$ cat src/sv/ipb_pkg.sv
// shared types, constants and tables for the isoelectric point bisection block
`default_nettype none
package ipb_pkg;

    localparam int PH_W      = 16;
    localparam int PH_FRAC   = 12;
    localparam int TERM_W    = 17;
    localparam int DIFF_W    = PH_W + 1;
    localparam int PREC_W    = 13;
    localparam int NUM_TERMS = 9;
    localparam int NUM_CNT   = 7;
    localparam int FRAC_STEPS = 12;
    localparam int DIV_STEPS  = 17;

    localparam logic [PREC_W-1:0] PREC_RESET = 13'd41;
    localparam logic [PH_W-1:0]   PH_START   = 16'd26624;
    localparam logic [PH_W-1:0]   PH_TOP     = 16'd57344;
    localparam logic [4:0]        ROUND_LAST = 5'd31;

    // pK per set in Q4.12, order: c-term, D, E, C, Y, H, n-term, K, R
    localparam logic [PH_W-1:0] PK_TAB [8][NUM_TERMS] = '{
        '{16'd14541, 16'd16589, 16'd17408, 16'd36864, 16'd40960,
          16'd24494, 16'd30720, 16'd40960, 16'd49152},
        '{16'd14746, 16'd15974, 16'd16794, 16'd34816, 16'd41370,
          16'd26624, 16'd35226, 16'd44237, 16'd51200},
        '{16'd12698, 16'd18022, 16'd18022, 16'd34816, 16'd40960,
          16'd26624, 16'd32768, 16'd40960, 16'd49152},
        '{16'd9830,  16'd15974, 16'd17613, 16'd33997, 16'd41370,
          16'd24576, 16'd39322, 16'd43008, 16'd51200},
        '{16'd13107, 16'd16384, 16'd18432, 16'd36864, 16'd40960,
          16'd26214, 16'd33587, 16'd42598, 16'd49152},
        '{16'd12698, 16'd15073, 16'd17408, 16'd34120, 16'd41247,
          16'd24576, 16'd32768, 16'd47104, 16'd47104},
        '{16'd17203, 16'd17203, 16'd17203, 16'd0,     16'd0,
          16'd0,     16'd45875, 16'd45875, 16'd45875},
        '{16'd0, 16'd0, 16'd0, 16'd0, 16'd0, 16'd0, 16'd0, 16'd0, 16'd0}
    };

    // 10^-k in Q1.32, k = 0..9
    localparam logic [32:0] POW_INT [10] = '{
        33'h1_0000_0000, 33'd429496730, 33'd42949673, 33'd4294967, 33'd429497,
        33'd42950, 33'd4295, 33'd429, 33'd43, 33'd4
    };

    // 10^-(2^-j) in Q0.32, j = 1..12
    localparam logic [31:0] POW_FRAC [FRAC_STEPS] = '{
        32'd1358187914, 32'd2415237601, 32'd3220771105, 32'd3719288448,
        32'd3996776482, 32'd4143190109, 32'd4218396145, 32'd4256509542,
        32'd4275695180, 32'd4285320404, 32'd4290141139, 32'd4292553539
    };

    typedef struct packed {
        logic                     start;
        logic signed [DIFF_W-1:0] diff;
    } t_term_cmd;

endpackage
`default_nettype wire

$ cat src/sv/ipb_if.sv
// valid/ready channel interfaces for request, result and precision write
`default_nettype none
interface ipb_req_if #(parameter int COUNT_BITS = 16);
    logic                  valid;
    logic                  ready;
    logic [2:0]            req_type;
    logic [COUNT_BITS-1:0] count_asp;
    logic [COUNT_BITS-1:0] count_glu;
    logic [COUNT_BITS-1:0] count_cys;
    logic [COUNT_BITS-1:0] count_tyr;
    logic [COUNT_BITS-1:0] count_his;
    logic [COUNT_BITS-1:0] count_lys;
    logic [COUNT_BITS-1:0] count_arg;
    modport source (output valid, req_type, count_asp, count_glu, count_cys, count_tyr,
                    count_his, count_lys, count_arg, input ready);
    modport sink (input valid, req_type, count_asp, count_glu, count_cys, count_tyr,
                  count_his, count_lys, count_arg, output ready);
endinterface

interface ipb_res_if;
    logic        valid;
    logic        ready;
    logic [15:0] isoelectric_ph;
    modport source (output valid, isoelectric_ph, input ready);
    modport sink (input valid, isoelectric_ph, output ready);
endinterface

interface ipb_cfg_if;
    logic        valid;
    logic        ready;
    logic [12:0] precision;
    modport source (output valid, precision, input ready);
    modport sink (input valid, precision, output ready);
endinterface
`default_nettype wire

$ cat src/sv/isoelectric_point_bisection_top.sv
// top level: bisection sequencer around the shared charge term unit
// One request runs a pH bisection from 6.5 over 0..14; every round sums nine
// charge terms through a single term unit, each term taking 12 power steps and
// 17 divider steps besides start, load, scaling and done, followed in every
// round by the probe move and stop check. With the default precision a request
// finishes in 10 rounds, at most 32 rounds. The request channel is not ready
// from the accepted transfer until the result is handed to the output register
// in the output state after the last round; a result still waiting there only
// delays that handover. Precision is written through its own channel, always
// ready; write it only while the block is idle, which the block does not enforce.
`default_nettype none
module isoelectric_point_bisection_top #(
    parameter int COUNT_BITS = 16
) (
    input  wire           i_clk,
    input  wire           i_rst_n,
    ipb_req_if.sink       i_req,
    ipb_res_if.source     o_res,
    ipb_cfg_if.sink       i_cfg
);
    import ipb_pkg::*;

    localparam int PROD_W = COUNT_BITS + TERM_W;
    localparam int ACC_W  = COUNT_BITS + TERM_W + 4;

    typedef enum logic [5:0] {
        S_IDLE  = 6'b000001,
        S_TERM  = 6'b000010,
        S_WAIT  = 6'b000100,
        S_MOVE  = 6'b001000,
        S_CHECK = 6'b010000,
        S_OUT   = 6'b100000
    } t_state;

    t_state r_state, n_state;
    logic [2:0]              r_type, n_type;
    logic [COUNT_BITS-1:0]   r_cnt [NUM_CNT];
    logic [PH_W-1:0]         r_probe, n_probe;
    logic [PH_W-1:0]         r_lower, n_lower;
    logic [PH_W-1:0]         r_upper, n_upper;
    logic signed [ACC_W-1:0] r_net, n_net;
    logic [3:0]              r_term, n_term;
    logic [4:0]              r_round, n_round;
    logic [PREC_W-1:0]       r_prec;
    logic                    r_res_valid;
    logic [PH_W-1:0]         r_res_ph;

    t_term_cmd               term_cmd;
    logic [COUNT_BITS-1:0]   term_count;
    logic                    term_done;
    logic [PROD_W-1:0]       term_prod;
    logic [PH_W-1:0]         pk;
    logic                    is_neg;
    logic signed [ACC_W-1:0] prod_ext;
    logic [PH_W-1:0]         gap_lo, gap_hi;
    logic                    req_take;
    logic                    res_load;

    assign pk     = PK_TAB[r_type][r_term];
    assign is_neg = r_term < 4'd5;
    assign term_cmd.start = (r_state == S_TERM);
    assign term_cmd.diff  = is_neg ? ({1'b0, pk} - {1'b0, r_probe})
                                   : ({1'b0, r_probe} - {1'b0, pk});

    always_comb begin
        case (r_term)
            4'd1:    term_count = r_cnt[0];
            4'd2:    term_count = r_cnt[1];
            4'd3:    term_count = r_cnt[2];
            4'd4:    term_count = r_cnt[3];
            4'd5:    term_count = r_cnt[4];
            4'd7:    term_count = r_cnt[5];
            4'd8:    term_count = r_cnt[6];
            default: term_count = COUNT_BITS'(1); // termini
        endcase
    end

    ipb_term #(.COUNT_BITS(COUNT_BITS)) u_term (
        .i_clk   (i_clk),
        .i_rst_n (i_rst_n),
        .i_cmd   (term_cmd),
        .i_count (term_count),
        .o_done  (term_done),
        .o_prod  (term_prod)
    );

    assign prod_ext = $signed({{(ACC_W-PROD_W){1'b0}}, term_prod});
    assign gap_lo   = r_probe - r_lower;
    assign gap_hi   = r_upper - r_probe;
    assign req_take = i_req.valid && i_req.ready;
    // output register free or emptied by a transfer this cycle
    assign res_load = (r_state == S_OUT) && (!r_res_valid || o_res.ready);

    always_comb begin
        n_state = r_state;
        n_type  = r_type;
        n_probe = r_probe;
        n_lower = r_lower;
        n_upper = r_upper;
        n_net   = r_net;
        n_term  = r_term;
        n_round = r_round;
        case (r_state)
            S_IDLE: begin
                if (req_take) begin
                    n_type  = i_req.req_type;
                    n_probe = PH_START;
                    n_lower = '0;
                    n_upper = PH_TOP;
                    n_net   = '0;
                    n_term  = '0;
                    n_round = '0;
                    n_state = S_TERM;
                end
            end
            S_TERM: n_state = S_WAIT;
            S_WAIT: begin
                if (term_done) begin
                    n_net = is_neg ? (r_net - prod_ext) : (r_net + prod_ext);
                    if (r_term == 4'(NUM_TERMS - 1)) begin
                        n_state = S_MOVE;
                    end else begin
                        n_term  = r_term + 4'd1;
                        n_state = S_TERM;
                    end
                end
            end
            S_MOVE: begin
                if (r_net[ACC_W-1]) begin
                    n_probe = r_probe - (gap_lo >> 1);
                    n_upper = r_probe;
                end else begin
                    n_probe = r_probe + (gap_hi >> 1);
                    n_lower = r_probe;
                end
                n_state = S_CHECK;
            end
            S_CHECK: begin
                if ((gap_lo < PH_W'(r_prec) && gap_hi < PH_W'(r_prec))
                    || r_round == ROUND_LAST) begin
                    n_state = S_OUT;
                end else begin
                    n_round = r_round + 5'd1;
                    n_term  = '0;
                    n_net   = '0;
                    n_state = S_TERM;
                end
            end
            S_OUT: begin
                if (res_load) begin
                    n_state = S_IDLE;
                end
            end
            default: n_state = S_IDLE;
        endcase
    end

    always_ff @(posedge i_clk) begin
        if (!i_rst_n) begin
            r_state     <= S_IDLE;
            r_prec      <= PREC_RESET;
            r_probe     <= '0;
            r_lower     <= '0;
            r_upper     <= '0;
            r_net       <= '0;
            r_term      <= '0;
            r_round     <= '0;
            r_res_valid <= 1'b0;
        end else begin
            r_state <= n_state;
            r_probe <= n_probe;
            r_lower <= n_lower;
            r_upper <= n_upper;
            r_net   <= n_net;
            r_term  <= n_term;
            r_round <= n_round;
            if (i_cfg.valid && i_cfg.ready) begin
                r_prec <= i_cfg.precision;
            end
            if (res_load) begin
                r_res_valid <= 1'b1;
            end else if (o_res.ready) begin
                r_res_valid <= 1'b0;
            end
        end
        r_type <= n_type;
        if (res_load) begin
            r_res_ph <= r_probe;
        end
        if (req_take) begin
            r_cnt[0] <= i_req.count_asp;
            r_cnt[1] <= i_req.count_glu;
            r_cnt[2] <= i_req.count_cys;
            r_cnt[3] <= i_req.count_tyr;
            r_cnt[4] <= i_req.count_his;
            r_cnt[5] <= i_req.count_lys;
            r_cnt[6] <= i_req.count_arg;
        end
    end

    assign i_req.ready          = (r_state == S_IDLE);
    assign i_cfg.ready          = 1'b1;
    assign o_res.valid          = r_res_valid;
    assign o_res.isoelectric_ph = r_res_ph;

    a_res_hold: assert property (@(posedge i_clk) disable iff (!i_rst_n)
        (o_res.valid && !o_res.ready) |=> (o_res.valid && $stable(o_res.isoelectric_ph)))
        else $error("pending result dropped or changed");

    a_ph_range: assert property (@(posedge i_clk) disable iff (!i_rst_n)
        o_res.valid |-> o_res.isoelectric_ph <= PH_TOP)
        else $error("isoelectric point beyond pH 14");

    a_bracket: assert property (@(posedge i_clk) disable iff (!i_rst_n)
        (r_state != S_IDLE) |-> (r_lower <= r_probe && r_probe <= r_upper))
        else $error("probe left the bisection interval");

    a_start_probe: assert property (@(posedge i_clk) disable iff (!i_rst_n)
        req_take |=> (r_probe == PH_START && r_round == 5'd0))
        else $error("bisection not restarted at pH 6.5");
endmodule
`default_nettype wire

$ cat src/sv/ipb_term.sv
// shared charge term unit: count * 1/(1+10^d) by power steps and a radix-2 divider
`default_nettype none
module ipb_term #(
    parameter int COUNT_BITS = 16
) (
    input  logic                                 i_clk,
    input  logic                                 i_rst_n,
    input  ipb_pkg::t_term_cmd                   i_cmd,
    input  logic [COUNT_BITS-1:0]                i_count,
    output logic                                 o_done,
    output logic [COUNT_BITS+ipb_pkg::TERM_W-1:0] o_prod
);
    import ipb_pkg::*;

    typedef enum logic [4:0] {
        T_IDLE  = 5'b00001,
        T_POW   = 5'b00010,
        T_PREP  = 5'b00100,
        T_DIV   = 5'b01000,
        T_SCALE = 5'b10000
    } t_tstate;

    t_tstate r_state, n_state;
    logic [32:0]        r_x, n_x;
    logic [11:0]        r_fr, n_fr;
    logic               r_dpos, n_dpos;
    logic [4:0]         r_step, n_step;
    logic [33:0]        r_den, n_den;
    logic [33:0]        r_rem, n_rem;
    logic [TERM_W-1:0]  r_q, n_q;
    logic [COUNT_BITS+TERM_W-1:0] r_prod, n_prod;
    logic               r_done, n_done;

    logic [DIFF_W-1:0]  mag_w;
    logic [PH_W-1:0]    mag;
    logic [3:0]         k;
    logic [3:0]         fidx;
    logic [31:0]        mul_a, mul_b;
    logic [63:0]        mul_p;
    logic [33:0]        den;
    logic [48:0]        num, nsum;
    logic [34:0]        trial;
    logic               ge;

    assign mag_w = i_cmd.diff[DIFF_W-1] ? (~i_cmd.diff + 1'b1) : i_cmd.diff;
    assign mag   = mag_w[PH_W-1:0];
    assign k     = mag[PH_W-1:PH_FRAC];
    assign fidx  = (r_step < 5'(FRAC_STEPS)) ? r_step[3:0] : 4'd0;

    // one multiplier serves both the power steps and the final count scaling
    assign mul_a = (r_state == T_SCALE) ? 32'(i_count) : r_x[31:0];
    assign mul_b = (r_state == T_SCALE) ? 32'(r_q) : POW_FRAC[fidx];
    assign mul_p = 64'(mul_a) * 64'(mul_b);

    assign den   = 34'h1_0000_0000 + 34'(r_x);
    assign num   = r_dpos ? {r_x, 16'd0} : 49'h1_0000_0000_0000;
    assign nsum  = num + 49'(den[33:1]);
    assign trial = {r_rem, r_q[TERM_W-1]};
    assign ge    = trial >= {1'b0, r_den};

    always_comb begin
        n_state = r_state;
        n_x     = r_x;
        n_fr    = r_fr;
        n_dpos  = r_dpos;
        n_step  = r_step;
        n_den   = r_den;
        n_rem   = r_rem;
        n_q     = r_q;
        n_prod  = r_prod;
        n_done  = 1'b0;
        case (r_state)
            T_IDLE: begin
                if (i_cmd.start) begin
                    n_x     = (k >= 4'd10) ? 33'd0 : POW_INT[k];
                    n_fr    = mag[PH_FRAC-1:0];
                    n_dpos  = !i_cmd.diff[DIFF_W-1];
                    n_step  = '0;
                    n_state = T_POW;
                end
            end
            T_POW: begin
                if (r_fr[11]) begin
                    // x of exactly one times the factor is the factor itself
                    n_x = r_x[32] ? {1'b0, POW_FRAC[fidx]} : {1'b0, mul_p[63:32]};
                end
                n_fr = {r_fr[10:0], 1'b0};
                if (r_step == 5'(FRAC_STEPS - 1)) begin
                    n_state = T_PREP;
                end else begin
                    n_step = r_step + 5'd1;
                end
            end
            T_PREP: begin
                n_den   = den;
                n_rem   = {2'b00, nsum[48:17]};
                n_q     = nsum[16:0];
                n_step  = '0;
                n_state = T_DIV;
            end
            T_DIV: begin
                n_rem = ge ? 34'(trial - {1'b0, r_den}) : trial[33:0];
                n_q   = {r_q[TERM_W-2:0], ge};
                if (r_step == 5'(DIV_STEPS - 1)) begin
                    n_state = T_SCALE;
                end else begin
                    n_step = r_step + 5'd1;
                end
            end
            T_SCALE: begin
                n_prod  = mul_p[COUNT_BITS+TERM_W-1:0];
                n_done  = 1'b1;
                n_state = T_IDLE;
            end
            default: n_state = T_IDLE;
        endcase
    end

    always_ff @(posedge i_clk) begin
        if (!i_rst_n) begin
            r_state <= T_IDLE;
            r_done  <= 1'b0;
            r_step  <= '0;
        end else begin
            r_state <= n_state;
            r_done  <= n_done;
            r_step  <= n_step;
        end
        r_x    <= n_x;
        r_fr   <= n_fr;
        r_dpos <= n_dpos;
        r_den  <= n_den;
        r_rem  <= n_rem;
        r_q    <= n_q;
        r_prod <= n_prod;
    end

    assign o_done = r_done;
    assign o_prod = r_prod;
endmodule
`default_nettype wire
$ cat src/flat_wrapper.sv
// flat-port wrapper written by rule: the top's interface ports become plain ports
module isoelectric_point_bisection_top_flat import ipb_pkg::*;
#(
    parameter int COUNT_BITS = 16
)
  (i_clk, i_rst_n, i_req_valid, i_req_req_type, i_req_count_asp, i_req_count_glu, i_req_count_cys, i_req_count_tyr, i_req_count_his, i_req_count_lys, i_req_count_arg, i_req_ready, o_res_valid, o_res_isoelectric_ph, o_res_ready, i_cfg_valid, i_cfg_precision, i_cfg_ready);
  ipb_req_if #(.COUNT_BITS(COUNT_BITS)) i_req_i ();
  ipb_res_if o_res_i ();
  ipb_cfg_if i_cfg_i ();
  input  wire i_clk;
  input  wire i_rst_n;
  input wire logic [$bits(i_req_i.valid)-1:0] i_req_valid;
  input wire logic [$bits(i_req_i.req_type)-1:0] i_req_req_type;
  input wire logic [$bits(i_req_i.count_asp)-1:0] i_req_count_asp;
  input wire logic [$bits(i_req_i.count_glu)-1:0] i_req_count_glu;
  input wire logic [$bits(i_req_i.count_cys)-1:0] i_req_count_cys;
  input wire logic [$bits(i_req_i.count_tyr)-1:0] i_req_count_tyr;
  input wire logic [$bits(i_req_i.count_his)-1:0] i_req_count_his;
  input wire logic [$bits(i_req_i.count_lys)-1:0] i_req_count_lys;
  input wire logic [$bits(i_req_i.count_arg)-1:0] i_req_count_arg;
  output wire logic [$bits(i_req_i.ready)-1:0] i_req_ready;
  output wire logic [$bits(o_res_i.valid)-1:0] o_res_valid;
  output wire logic [$bits(o_res_i.isoelectric_ph)-1:0] o_res_isoelectric_ph;
  input wire logic [$bits(o_res_i.ready)-1:0] o_res_ready;
  input wire logic [$bits(i_cfg_i.valid)-1:0] i_cfg_valid;
  input wire logic [$bits(i_cfg_i.precision)-1:0] i_cfg_precision;
  output wire logic [$bits(i_cfg_i.ready)-1:0] i_cfg_ready;
  assign i_req_i.valid = i_req_valid;
  assign i_req_i.req_type = i_req_req_type;
  assign i_req_i.count_asp = i_req_count_asp;
  assign i_req_i.count_glu = i_req_count_glu;
  assign i_req_i.count_cys = i_req_count_cys;
  assign i_req_i.count_tyr = i_req_count_tyr;
  assign i_req_i.count_his = i_req_count_his;
  assign i_req_i.count_lys = i_req_count_lys;
  assign i_req_i.count_arg = i_req_count_arg;
  assign i_req_ready = i_req_i.ready;
  assign o_res_valid = o_res_i.valid;
  assign o_res_isoelectric_ph = o_res_i.isoelectric_ph;
  assign o_res_i.ready = o_res_ready;
  assign i_cfg_i.valid = i_cfg_valid;
  assign i_cfg_i.precision = i_cfg_precision;
  assign i_cfg_ready = i_cfg_i.ready;
  isoelectric_point_bisection_top #(.COUNT_BITS(COUNT_BITS)) u_core (.i_clk(i_clk), .i_rst_n(i_rst_n), .i_req(i_req_i), .o_res(o_res_i), .i_cfg(i_cfg_i));
endmodule
$ cat config.mk
export PLATFORM = sky130hd
export DESIGN_NAME = isoelectric_point_bisection_top_flat
export DESIGN_NICKNAME = d
export VERILOG_FILES = /design/src/sv/ipb_pkg.sv /design/src/sv/ipb_if.sv /design/src/sv/isoelectric_point_bisection_top.sv /design/src/sv/ipb_term.sv /design/src/flat_wrapper.sv
export SDC_FILE = /design/constraint.sdc
export NUM_CORES = 2
export LEC_CHECK = 0
export BUFFER_PORTS_ARGS = -buffer_cell sky130_fd_sc_hd__buf_2
export CORE_MARGIN = 5
export CORE_UTILIZATION = 50
export CTS_BUF_LIST = sky130_fd_sc_hd__clkbuf_16
export DETAILED_ROUTE_END_ITERATION = 7
export GPL_TIMING_DRIVEN = 0
export PLACE_DENSITY = 0.66
export SLEW_MARGIN = 20
export SYNTH_ARGS = -nofsm -noshare
export SYNTH_HDL_FRONTEND = slang
export SYNTH_SLANG_ARGS = --single-unit
$ cat constraint.sdc
create_clock -name i_clk -period 10.85 [get_ports i_clk]
set_input_delay 1.6275 -clock i_clk [delete_from_list [all_inputs] [get_ports i_clk]]
set_output_delay 1.6275 -clock i_clk [all_outputs]
set_load 0.05 [all_outputs]
==> summary.txt <==
STA
  • Hold slack: 452 ps
  • Final clock skew: roughly 32 ps
  • Measured slew at the worst slew-check pin: ~1400 ps
  • Final min period: 10670 ps
  • Final hold vios: 0
  • F_max: 93.7 MHz
  • Max_slew headroom: 9.80%
  • Final setup fails: 0
  • Fin Setup TNS: 0 ps
  • Post-route setup slack: around 180 ps
  • Slew Limit Fails: 0
  • Final Cycle Share: ~100%

Synthesis
  • Synth Net Count: 8386
  • Yosys reg bits: 420
  • Asr flop ratio synth: 0%
  • Synth warnings: 0
  • Synth top area share: 29.9%
  • Biggest area consumer among synthesized cells: fa_1
  • Main synth FF type: edfxtp_1
  • Sequential-to-total area share from yosys stat: 18.8%
  • Number of flops mapped to enable cells by yosys: 295
  • Synth cell types: 99
  • Syn Inst Count: just under 7000
  • Most area-consuming cells after synthesis: fa_1, edfxtp_1, ha_1
  • Mapped cell area: 60600 um2
  • Mean Syn Cell Area: 8.83 um2

Clock tree
  • CTS sink cnt: 420
  • Num CTS Buffers: 45
  • Reg clk slew, reported paths: 70 ps
  • Root buf cell: clkbuf_16
  • Hold buffer count at cts: 0
  • Clock Latency Late Sink: 610 ps
  • H-Tree Level Count: 2
  • CTS max path bufs: 3
  • CTS tree: yes

Setup path
  • CP max stage delay: 620 ps
  • CP max FO: 10
  • Critical Path AT: 10970 ps
  • Crit path capture type: register
  • Critical path's most frequent cell: fa_1
  • Critical Path RT: 11150 ps
  • CP startpoint kind: register
  • CP max stage cell: fa_2
  • Critical path type: reg -> reg

Place
  • Post-Place Cell Area: between 60000 and 70000 um2
  • IO Port Bufs: about 150
  • Dpl ws: -2480 ps
  • Final Wtd Congestion: 1.05
  • DP Wirelength: 180000 um

Final layout
  • Layout cell share with drive strength beyond 1: 8.13%
  • Design Area, Final: ~66000 um2
  • Most common cell after layout, fill and taps aside: inv_1
  • # fillers: 11200
  • Commonest cells after routing, fill and taps aside: inv_1, fa_1, nor2_1, nand2_1, ha_1
  • Register Area: about 11000 um2
  • NumNets Final: 8609
  • Area growth from synthesis to layout: 9.30%
  • Multi-input logic area: 44600 um2

Route
  • DRC: 0
  • DR iter-0 viols: 5451
  • DRT Wirelength: 222000 um
  • Pre-antenna DRT Iters: 7
  • Post-route ant nets: 0
  • Total number of vias: 52100
  • Via density: 5.96
  • Wirelength per Cell: around 25 um

Floorplanning
  • Chip height: 358 um
  • Die area: 128000 um2
  • Chip Width: 358 um
  • Core region area: about 120000 um2
  • IO Pins: approximately 150
  • Cell row count: 127
  • Starting density of the core: just over 50%

GRT
  • Largest net degree at the start of global routing: just over 80
  • First-pass GRT wire length: between 300000 and 400000 um
  • Grt ovf: 0
  • Vias in the first global route: roughly 52000
  • Overall Global Routing Usage: between 30% and 40%
  • Antenna violations before repair: 4

Hold path
  • HP Class: reg -> reg

Run status
  • Outcome: complete, no violations

Run
  • Max-cap viol count: 0
-- per-stage QoR --
step,instances,util (%)
after detailed placement,8643,53.1
after CTS,8731,54.9
after floorplan,6862,-
final,8739,55.1
after global routing,8736,55.1
after global placement,8622,52.7
-- path summary, 6_finish.rpt --
kind                           from                    end  slack [ps]  depth (start not counted)
setup / recovery   u_core.r_term[1]  u_core.u_term.r_x[28]         180                         33
hold / removal    u_core.r_upper[0]      u_core.r_upper[0]         450                          2
setup reg to reg   u_core.r_term[1]  u_core.u_term.r_x[28]         180                         33
hold reg to reg   u_core.r_upper[0]      u_core.r_upper[0]         450                          2
-- timing repair --
item | 4_1_cts | 5_1_grt
resized for setup | 224 | 96
pin swaps | 20 | 15
setup endpoints to repair | 48 | 24
buffers inserted | 26 | 7
-- worst max-delay path, delay by kind of cell (launching register included) --
kind / cells / cell delay, ps
AND/OR/NAND/NOR: 7 / 1550
AO/OA/AOI/OAI: 9 / 1960
multiplexers: 1 / 240
buffers and inverters: 6 / 1080
adder cells (fa/ha/maj): 10 / 5060
flip-flops: 1 / 430
-- area by class of cell --
type	instances	area share (%)
multi-input combinational	5045	67.4
sequential	420	17.2
inverter	1081	6.15
tap	1612	3.05
buffer	289	2.05
timing repair buffer	203	1.96
clock buffer	48	1.81
clock inverter	34	0.376
antenna	7	0.0265
-- cell families (layout without fill, tap and decap cells) --
kind of cell               Yosys count  in the layout  share of synthesized area (%)
DFF                                420            420                           18.8
adders and majority gates         1391           1391                           39.9
buffers and inverters             1397           1655                           8.70
xor gates and xnor gates           241            241                           3.53
and+or+nand+nor                   2199           2199                           15.8
AOI/OAI and AO/OA                 1163           1163                           12.5
muxes                               50             50                          0.826
other                                1              8                        0.00619
-- synth_stat cells, types with 21 or more instances --
master / n
or2_2: 28
clkbuf_1: 285
nand2_1: 767
dfxtp_1: 125
or3_1: 23
o31ai_1: 21
nor3_1: 59
inv_1: 1076
nand2b_1: 54
a22oi_1: 57
xor2_1: 105
o21ai_0: 212
nand3_1: 152
fa_1: 904
mux2i_1: 50
a21oi_1: 349
and3_1: 44
o21bai_1: 29
o21a_1: 51
and2_1: 80
a21o_1: 126
xnor2_1: 134
nor2b_1: 35
o211ai_1: 34
edfxtp_1: 295
nand4_1: 27
ha_1: 487
nor2_1: 849
a31oi_1: 53
a211oi_1: 24
-- state kept, by name, summed over array words and instances (netlist names) --
name and count:
u_core.u_term.r_fr 12, u_core.r_upper 16, u_core.r_lower 16, u_core.o_res.valid 1, u_core.u_term.r_x 33, u_core.u_term.r_dpos 1, u_core.u_term.r_den 34, u_core.o_res.isoelectric_ph 16
u_core.r_type 3, u_core.u_term.r_rem 34, u_core.u_term.r_step 5, u_core.r_state 6, u_core.u_term.r_q 17, u_core.r_term 4, u_core.r_round 5, u_core.r_net 37
u_core.u_term.r_state 5, u_core.u_term.o_done 1, u_core.r_cnt 112, u_core.u_term.o_prod 33, u_core.r_probe 16, u_core.r_prec 13
-- metal layers --
metal | vias to the layer above | track usage (%) | routed length (um)
met5 | - | 0 | 0
met1 | 26000 | 44.9 | 85500
met2 | 2692 | 54.4 | 98700
li1 | 22700 | - | -
met4 | 0 | 19.9 | 16600
met3 | 664 | 6.31 | 20900
Power is not shown: default switching activity piles up to over one toggle a cycle in this logic, so the estimate is an artifact.
